$ cat src/rtl/core/bsws_pkg.sv
`timescale 1ns / 1ps
`default_nettype none

package bsws_pkg;

  // field widths
  localparam int unsigned DATA_W = 32;
  localparam int unsigned KIND_W = 2;
  localparam int unsigned CAP_W  = 5;
  localparam int unsigned OCC_W  = 5;
  localparam int unsigned ERR_W  = 2;

  // stream packing
  localparam int unsigned S_TDATA_W = 2 * DATA_W;
  localparam int unsigned S_TUSER_W = KIND_W;
  localparam int unsigned OFS_FOUND = DATA_W;
  localparam int unsigned OFS_ERR   = OFS_FOUND + 1;
  localparam int unsigned OFS_OCC   = OFS_ERR + ERR_W;
  localparam int unsigned OFS_EMPTY = OFS_OCC + OCC_W;
  localparam int unsigned OFS_FULL  = OFS_EMPTY + 1;
  localparam int unsigned RES_W     = OFS_FULL + 1;
  localparam int unsigned M_TDATA_W = ((RES_W + 7) / 8) * 8;
  localparam int unsigned M_PAD_W   = M_TDATA_W - RES_W;

  // capacity after reset
  localparam logic [CAP_W-1:0] CAP_RESET = CAP_W'(16);

  // operation codes
  typedef enum logic [KIND_W-1:0] {
    KIND_PUSH   = 2'd0,
    KIND_POP    = 2'd1,
    KIND_SEARCH = 2'd2
  } kind_e;

  // error codes
  typedef enum logic [ERR_W-1:0] {
    ERR_NONE  = 2'd0,
    ERR_FULL  = 2'd1,
    ERR_EMPTY = 2'd2
  } err_e;

  // controller to datapath
  typedef struct packed {
    logic latch;
    logic do_push;
    logic push_err;
    logic do_pop;
    logic pop_err;
    logic scan_start;
    logic scan_step;
    logic out_load;
  } cmd_t;

  // datapath to controller
  typedef struct packed {
    logic [KIND_W-1:0] kind;
    logic              can_push;
    logic              empty;
    logic              scan_done;
  } sts_t;

endpackage

`default_nettype wire

$ cat src/rtl/core/bsws_dp.sv
`timescale 1ns / 1ps
`default_nettype none

module bsws_dp #(
  parameter int unsigned DEPTH = 16
) (
  input  wire logic                            clk_i,
  input  wire logic                            rst_ni,
  input  wire logic                            cfg_we_i,
  input  wire logic [bsws_pkg::CAP_W-1:0]      cfg_wdata_i,
  input  wire logic [bsws_pkg::S_TDATA_W-1:0]  s_tdata_i,
  input  wire logic [bsws_pkg::S_TUSER_W-1:0]  s_tuser_i,
  input  wire bsws_pkg::cmd_t                  cmd_i,
  output bsws_pkg::sts_t                       sts_o,
  output logic [bsws_pkg::M_TDATA_W-1:0]       m_tdata_o
);
  import bsws_pkg::*;

  localparam int unsigned CNT_W = $clog2(DEPTH + 1);
  localparam int unsigned AW    = (DEPTH > 1) ? $clog2(DEPTH) : 1;
  localparam int unsigned CMP_W = (CNT_W > OCC_W) ? CNT_W : OCC_W;

  logic [CAP_W-1:0]     cap_q;
  logic [CNT_W-1:0]     cnt_q, cnt_d;
  logic [CNT_W-1:0]     idx_q, idx_d;
  logic [CNT_W-1:0]     cnt_dec;
  logic [KIND_W-1:0]    kind_q;
  logic [DATA_W-1:0]    push_q;
  logic [DATA_W-1:0]    key_q;
  err_e                 err_q, err_d;
  logic                 popped_q, popped_d;
  logic                 found_q, found_d;
  logic                 vld_q, vld_d;
  logic [DATA_W-1:0]    rd_data_q;
  logic [DATA_W-1:0]    mem_q [DEPTH];
  logic [M_TDATA_W-1:0] out_q;

  logic [CMP_W-1:0]     cap_ext, cap_eff, cnt_ext;
  logic                 issue;
  logic                 rd_en;
  logic [AW-1:0]        rd_addr;
  logic                 res_full;
  logic                 res_empty;
  logic [DATA_W-1:0]    res_pop;

  // capacity register
  always_ff @(posedge clk_i or negedge rst_ni) begin
    if (!rst_ni) begin
      cap_q <= CAP_RESET;
    end else if (cfg_we_i) begin
      cap_q <= cfg_wdata_i;
    end
  end

  // clamp capacity to 1..DEPTH
  always_comb begin
    cap_ext = (cap_q == '0) ? CMP_W'(1) : CMP_W'(cap_q);
    cap_eff = (cap_ext > CMP_W'(DEPTH)) ? CMP_W'(DEPTH) : cap_ext;
    cnt_ext = CMP_W'(cnt_q);
  end

  assign cnt_dec = cnt_q - CNT_W'(1);
  assign issue   = (idx_q != cnt_q);

  // status to controller
  assign sts_o.kind      = kind_q;
  assign sts_o.can_push  = (cnt_ext < cap_eff);
  assign sts_o.empty     = (cnt_q == '0);
  assign sts_o.scan_done = (idx_q == cnt_q) && !vld_q;

  // operand capture on input transfer
  always_ff @(posedge clk_i) begin
    if (cmd_i.latch) begin
      push_q <= s_tdata_i[DATA_W-1:0];
      key_q  <= s_tdata_i[S_TDATA_W-1:DATA_W];
    end
  end

  always_ff @(posedge clk_i or negedge rst_ni) begin
    if (!rst_ni) begin
      kind_q <= '0;
    end else if (cmd_i.latch) begin
      kind_q <= s_tuser_i;
    end
  end

  // count, scan index and result flags
  always_comb begin
    cnt_d    = cnt_q;
    idx_d    = idx_q;
    err_d    = err_q;
    popped_d = popped_q;
    found_d  = found_q;
    vld_d    = 1'b0;
    if (cmd_i.latch) begin
      err_d    = ERR_NONE;
      popped_d = 1'b0;
      found_d  = 1'b0;
    end
    if (cmd_i.do_push) begin
      cnt_d = cnt_q + CNT_W'(1);
    end
    if (cmd_i.push_err) begin
      err_d = ERR_FULL;
    end
    if (cmd_i.do_pop) begin
      cnt_d    = cnt_dec;
      popped_d = 1'b1;
    end
    if (cmd_i.pop_err) begin
      err_d = ERR_EMPTY;
    end
    if (cmd_i.scan_start) begin
      idx_d   = '0;
      found_d = 1'b0;
    end
    if (cmd_i.scan_step) begin
      if (issue) begin
        idx_d = idx_q + CNT_W'(1);
        vld_d = 1'b1;
      end
      if (vld_q && (rd_data_q == key_q)) begin
        found_d = 1'b1;
      end
    end
  end

  always_ff @(posedge clk_i or negedge rst_ni) begin
    if (!rst_ni) begin
      cnt_q    <= '0;
      idx_q    <= '0;
      err_q    <= ERR_NONE;
      popped_q <= 1'b0;
      found_q  <= 1'b0;
      vld_q    <= 1'b0;
    end else begin
      cnt_q    <= cnt_d;
      idx_q    <= idx_d;
      err_q    <= err_d;
      popped_q <= popped_d;
      found_q  <= found_d;
      vld_q    <= vld_d;
    end
  end

  // entry memory, one write and one registered read
  assign rd_en   = cmd_i.do_pop || (cmd_i.scan_step && issue);
  assign rd_addr = cmd_i.do_pop ? cnt_dec[AW-1:0] : idx_q[AW-1:0];

  always_ff @(posedge clk_i) begin
    if (cmd_i.do_push) begin
      mem_q[cnt_q[AW-1:0]] <= push_q;
    end
  end

  always_ff @(posedge clk_i) begin
    if (rd_en) begin
      rd_data_q <= mem_q[rd_addr];
    end
  end

  // result fields
  assign res_full  = (cnt_ext >= cap_eff);
  assign res_empty = (cnt_q == '0);
  assign res_pop   = popped_q ? rd_data_q : '1;

  // output register
  always_ff @(posedge clk_i) begin
    if (cmd_i.out_load) begin
      out_q <= {{M_PAD_W{1'b0}}, res_full, res_empty, cnt_ext[OCC_W-1:0],
                err_q, found_q, res_pop};
    end
  end

  assign m_tdata_o = out_q;

endmodule

`default_nettype wire

$ cat src/rtl/core/bsws_ctrl.sv
`timescale 1ns / 1ps
`default_nettype none

module bsws_ctrl (
  input  wire logic            clk_i,
  input  wire logic            rst_ni,
  input  wire logic            s_tvalid_i,
  output logic                 s_tready_o,
  output logic                 m_tvalid_o,
  input  wire logic            m_tready_i,
  input  wire bsws_pkg::sts_t  sts_i,
  output bsws_pkg::cmd_t       cmd_o
);
  import bsws_pkg::*;

  typedef enum logic [3:0] {
    ST_IDLE = 4'b0001,
    ST_EXEC = 4'b0010,
    ST_SCAN = 4'b0100,
    ST_DONE = 4'b1000
  } state_e;

  state_e state_q, state_d;
  logic   mvalid_q, mvalid_d;
  logic   out_free;

  assign s_tready_o = (state_q == ST_IDLE);
  assign m_tvalid_o = mvalid_q;
  assign out_free   = !mvalid_q || m_tready_i;

  // sequencer
  always_comb begin
    state_d = state_q;
    cmd_o   = '0;
    case (state_q)
      ST_IDLE: begin
        if (s_tvalid_i) begin
          cmd_o.latch = 1'b1;
          state_d     = ST_EXEC;
        end
      end
      ST_EXEC: begin
        state_d = ST_DONE;
        case (sts_i.kind)
          KIND_PUSH: begin
            cmd_o.do_push  = sts_i.can_push;
            cmd_o.push_err = !sts_i.can_push;
          end
          KIND_POP: begin
            cmd_o.do_pop  = !sts_i.empty;
            cmd_o.pop_err = sts_i.empty;
          end
          KIND_SEARCH: begin
            cmd_o.scan_start = 1'b1;
            state_d          = ST_SCAN;
          end
          default: begin
            // unused code: no operation
          end
        endcase
      end
      ST_SCAN: begin
        cmd_o.scan_step = 1'b1;
        if (sts_i.scan_done) begin
          state_d = ST_DONE;
        end
      end
      ST_DONE: begin
        if (out_free) begin
          cmd_o.out_load = 1'b1;
          state_d        = ST_IDLE;
        end
      end
      default: begin
        state_d = ST_IDLE;
      end
    endcase
  end

  // output valid flag
  always_comb begin
    mvalid_d = mvalid_q;
    if (mvalid_q && m_tready_i) begin
      mvalid_d = 1'b0;
    end
    if (cmd_o.out_load) begin
      mvalid_d = 1'b1;
    end
  end

  always_ff @(posedge clk_i or negedge rst_ni) begin
    if (!rst_ni) begin
      state_q  <= ST_IDLE;
      mvalid_q <= 1'b0;
    end else begin
      state_q  <= state_d;
      mvalid_q <= mvalid_d;
    end
  end

endmodule

`default_nettype wire

$ cat src/rtl/core/bounded_stack_with_search.sv
// channel   dir  handshake                      payload
// s_axis    in   s_axis_tvalid / s_axis_tready  tdata: push_value, search_key; tuser: kind
// m_axis    out  m_axis_tvalid / m_axis_tready  tdata: pop_value .. is_full
// cfg       in   cfg_we_i                       cfg_wdata_i: capacity
//
// one item at a time; push, pop and no-op step through the execute and result states,
// search adds a scan state between them: the scan reads one entry
// per cycle through the single read port of the entry memory
// the result waits in an output register; a stalled output holds the block in its
// result state until the register drains
// reset clears the count and sets capacity to 16; entries are not cleared
`timescale 1ns / 1ps
`default_nettype none

module bounded_stack_with_search #(
  parameter int unsigned DEPTH = 16
) (
  input  wire logic                            clk_i,
  input  wire logic                            rst_ni,
  // capacity register
  input  wire logic                            cfg_we_i,
  input  wire logic [bsws_pkg::CAP_W-1:0]      cfg_wdata_i,
  // request stream
  input  wire logic                            s_axis_tvalid,
  output logic                                 s_axis_tready,
  // [31:0] push_value, [63:32] search_key
  input  wire logic [bsws_pkg::S_TDATA_W-1:0]  s_axis_tdata,
  // [1:0] kind
  input  wire logic [bsws_pkg::S_TUSER_W-1:0]  s_axis_tuser,
  // result stream
  output logic                                 m_axis_tvalid,
  input  wire logic                            m_axis_tready,
  // [31:0] pop_value, [32] found, [34:33] error_code, [39:35] occupancy,
  // [40] is_empty, [41] is_full, [47:42] zero
  output logic [bsws_pkg::M_TDATA_W-1:0]       m_axis_tdata
);
  import bsws_pkg::*;

  cmd_t cmd;
  sts_t sts;

  // sequencer
  bsws_ctrl u_ctrl (
    .clk_i      (clk_i),
    .rst_ni     (rst_ni),
    .s_tvalid_i (s_axis_tvalid),
    .s_tready_o (s_axis_tready),
    .m_tvalid_o (m_axis_tvalid),
    .m_tready_i (m_axis_tready),
    .sts_i      (sts),
    .cmd_o      (cmd)
  );

  // stack storage, count and scan
  bsws_dp #(
    .DEPTH (DEPTH)
  ) u_dp (
    .clk_i       (clk_i),
    .rst_ni      (rst_ni),
    .cfg_we_i    (cfg_we_i),
    .cfg_wdata_i (cfg_wdata_i),
    .s_tdata_i   (s_axis_tdata),
    .s_tuser_i   (s_axis_tuser),
    .cmd_i       (cmd),
    .sts_o       (sts),
    .m_tdata_o   (m_axis_tdata)
  );

  // one item in flight: no transfer right after an accepted one
  assert property (@(posedge clk_i) disable iff (!rst_ni)
    (s_axis_tvalid && s_axis_tready) |=> !s_axis_tready)
    else $error("input taken while an item is in flight");

  // pop on empty returns all ones and reports an empty stack
  assert property (@(posedge clk_i) disable iff (!rst_ni)
    (m_axis_tvalid && (m_axis_tdata[OFS_ERR +: ERR_W] == ERR_EMPTY))
    |-> ((m_axis_tdata[DATA_W-1:0] == '1) && m_axis_tdata[OFS_EMPTY]))
    else $error("empty pop result inconsistent");

  // a hit only comes from a search: no error and no popped word
  assert property (@(posedge clk_i) disable iff (!rst_ni)
    (m_axis_tvalid && m_axis_tdata[OFS_FOUND])
    |-> ((m_axis_tdata[OFS_ERR +: ERR_W] == ERR_NONE) &&
         (m_axis_tdata[DATA_W-1:0] == '1)))
    else $error("found flag on a non-search result");

endmodule

`default_nettype wire

$ cat config.mk
export PLATFORM = sky130hd
export DESIGN_NAME = bounded_stack_with_search
export DESIGN_NICKNAME = d
export VERILOG_FILES = /design/src/rtl/core/bsws_pkg.sv /design/src/rtl/core/bsws_dp.sv /design/src/rtl/core/bsws_ctrl.sv /design/src/rtl/core/bounded_stack_with_search.sv
export SDC_FILE = /design/constraint.sdc
export NUM_CORES = 1
export LEC_CHECK = 0
export ABC_AREA = 1
export CAP_MARGIN = 10
export CELL_PAD_IN_SITES_DETAIL_PLACEMENT = 0
export CELL_PAD_IN_SITES_GLOBAL_PLACEMENT = 1
export CORE_ASPECT_RATIO = 0.6
export CORE_MARGIN = 1
export CORE_UTILIZATION = 35
export DETAILED_ROUTE_END_ITERATION = 8
export DONT_BUFFER_PORTS = 1
export PLACE_DENSITY_LB_ADDON = 0.15
export SYNTH_ARGS = -nofsm -noshare
export SYNTH_HDL_FRONTEND = slang
export SYNTH_SLANG_ARGS = --single-unit
$ cat constraint.sdc
create_clock -name clk_i -period 4 [get_ports clk_i]
set_input_delay 0.8 -clock clk_i [delete_from_list [all_inputs] [get_ports clk_i]]
set_output_delay 0.8 -clock clk_i [all_outputs]
set_load 0.01 [all_outputs]
==> results_dict.tcl <==
set metrics [dict create \
    status "completed" \
    postCtsHoldBufs 2 \
    clock_latency_ps 640 \
    crit_type "reg -> reg" \
    cts.sinks 677 \
    place_congestion 0.776 \
    synthAdderAreaFrac_pct 0.478 \
    power_density_nw_per_um2 638 \
    routed_wl_mm 83.3 \
    die_area_um2 83400 \
    power_leakage_nw 13.3 \
    synthCells 2612 \
    postSynthAreaPerCell_um2 11.0 \
    dp_hpwl_mm 47.6 \
    postCtsSetupBuffers 0 \
    die_w_um 372 \
    cts_buffers 69 \
    reg2reg_from "u_dp.cnt_ext[0]" \
    synth_flop_cell "edfxtp_1" \
    synth_area_um2 28800 \
    synth_compound_area_share_pct 0.939 \
    tns_ps 0 \
    synth.most_common_cell "edfxtp_1" \
    setup_ws_ps 575 \
    core_um2 81400 \
    grt-ovfl-total 0 \
    io_pins 126 \
    clk_path_buf_depth 3 \
    n_antenna_cell 0 \
    rows 81 \
    async_flop_share_pct 3.99 \
    finalCritPeriodShare_pct 85.6 \
    synthSimpleGateAreaFrac_pct 18.2 \
    ys_top_cells_by_area "edfxtp_1 (68%), nand3_1 (8.6%), nand2_1 (7.6%)" \
    cts.reportedPaths.clkPinSlew_ps 60 \
    multiInputGateArea_um2 6080 \
    drtIter0Drc 1850 \
    finalSetupViolations 0 \
    cts_tree "yes" \
    fillerInstances 7816 \
    cp_max_fo 36 \
    final.min_clock_period_ps 3420 \
    synthXorXnorAreaFrac_pct 0.731 \
    critPathRequiredTime_ps 4400 \
    rsz0062_at_grt "no" \
    skew_ps 27.8 \
    yosysSeqAreaShare_pct 70.2 \
    cap_violations 0 \
    arrival_ps 3820 \
    reg2reg_setup_slack_ps 580 \
    synth_top_cell_area_share_pct 67.8 \
    vias_per_cell 4.80 \
    synth_edf_count 650 \
    cts_root_buf "clkbuf_16" \
    max_freq_mhz 292 \
    grt_pass1_vias 17200 \
    crit_end "u_dp.rd_data_q[4]" \
    ctsResizeCount 0 \
    pre_cts_slack_ps 577 \
    drv_slew 0 \
    synth_mux_area_share_pct 0 \
    ant_nets 0 \
    p_total_mw 20.9 \
    cp-startpoint "u_dp.cnt_ext[0]" \
    synth_cell_type_count 39 \
    synth.largest_area_cell "edfxtp_1" \
    worst_pin_slew_ps 1180 \
    initial_core_util_pct 35.4 \
    portBuffers 0 \
    nets 2724 \
    dr_total_vias 18100 \
    syn2layout_area_growth_pct 13.7 \
    wl_per_cell_um 22.1 \
    design_area_um2 32700 \
    htreeDepth 3 \
    yosys_warnings 0 \
    grt_usage_pct 20.3 \
    hp-class "in -> reg" \
    reg2reg_to "u_dp.rd_data_q[4]" \
    grt_pass1_wl_mm 121 \
    layout-drive-gt1-share_pct 7.42 \
    startpoint_type "flop" \
    hold_viol 0 \
    grt_max_degree 73 \
    yosys-top-cells-count "edfxtp_1 (650), nand2_1 (584), inv_1 (550), nand3_1 (495), buf_2 (58)" \
    synth_top_family_by_area "simple AND/OR/NAND/NOR gates" \
    vdd_drop_max_v 0.000374 \
    rr_worst_depth 15 \
    synth_seq_cells 677 \
    slew_headroom_pct 21.2 \
    place_area_um2 30600 \
    antenna_found_initial 2 \
    regArea_um2 20200 \
    dr.pass1.iters 5 \
    die_y_um 224 \
    end_kind "flop" \
    drc_errors 0 \
]
## placed cells by master (no fill, tap or decap), types with 4 or more instances in the layout
cell	count
edfxtp_1	650
nand2_1	583
inv_1	549
nand3_1	495
clkbuf_16	71
buf_4	40
nand3b_1	32
buf_12	29
o21ai_0	26
dfrtp_1	25
nor2_1	22
nor2_4	19
clkbuf_1	18
xor2_1	13
xnor2_1	11
clkinv_1	11
ha_1	11
a21oi_1	8
nand4_1	7
clkinv_2	7
conb_1	6
nor3_1	5
bufinv_16	5
o22ai_1	4
inv_2	4
## state kept, by name (all words and copies together) (netlist names)
name / cells
u_ctrl.m_tvalid_o: 1
u_ctrl.state_q: 4
u_dp.cap_q: 5
u_dp.cnt_ext: 5
u_dp.err_q: 2
u_dp.found_q: 1
u_dp.idx_q: 5
u_dp.key_q: 32
u_dp.kind_q: 2
u_dp.m_tdata_o: 42
u_dp.mem_q: 512
u_dp.popped_q: 1
u_dp.push_q: 32
u_dp.rd_data_q: 32
u_dp.vld_q: 1
## how the worst min path moves through the flow
stage	start	end	slack, ps	cells past startpoint
2_1_floorplan	u_dp.err_q[0]	u_dp.m_tdata_o[33]	430	0
3_3_place_gp	u_dp.err_q[1]	u_dp.m_tdata_o[34]	450	0
4_1_cts	s_axis_tdata[9]	u_dp.push_q[9]	210	0
5_1_grt	s_axis_tdata[9]	u_dp.push_q[9]	200	0
6_report	cfg_we_i	u_dp.cap_q[4]	240	1
3_5_place_dp	u_dp.err_q[1]	u_dp.m_tdata_o[34]	440	0
## cell families (layout without fill, tap and decap cells)
family          Yosys count  in the layout
simple gates           1175           1175
flops                   677            677
buf+inv                 676            742
compound gates           48             48
xor+xnor                 24             24
fa+ha+maj                11             11
other cells               1              6
## report_power, final
group	internal, mW	switching, mW	total (mW)
sequential	8.66	0.681	9.34
clock	3.58	2.77	6.34
combinational	1.54	3.66	5.20
## worst max-delay path, cell delays in order, from the launching register on
cell and delay, ps:
dfrtp_1 490, inv_1 240, ha_1 220, inv_1 50, nor2_1 110, nand2_2 130
nand3_4 260, nand2_4 250, nand2_8 330, buf_12 260, buf_12 240, nand2_1 70
nand3_1 80, nand3_1 170, nand3_1 120, nand2_1 50
## routing by layer
metal | vias up | GRT usage, % | wire length (um)
li1 | 8566 | - | -
met1 | 8902 | 31.5 | 42500
met2 | 512 | 28.6 | 34100
met3 | 87 | 4.70 | 5470
met4 | 0 | 3.61 | 1250
met5 | - | 0 | 0
## per-stage QoR
step / util (%) / std cells / hold slack, ps
finish: 40.2 / 3762 / 243
floorplan: - / 2617 / 425
detailed placement: 37.6 / 3643 / 440
global placement: 37.6 / 3643 / 446
global route: 40.2 / 3762 / 204
CTS: 40.2 / 3762 / 206
## final cells by class
cell class                      instances  area share [%]
Clock buffer                           89            5.64
Clock inverter                         28           0.841
Inverter                              555            6.37
Multi-Input combinational cell       1264            18.6
Sequential cell                       677            61.7
Tap cell                             1079            4.13
Timing Repair Buffer                   70            2.72
(Power assumes the default switching activity.)
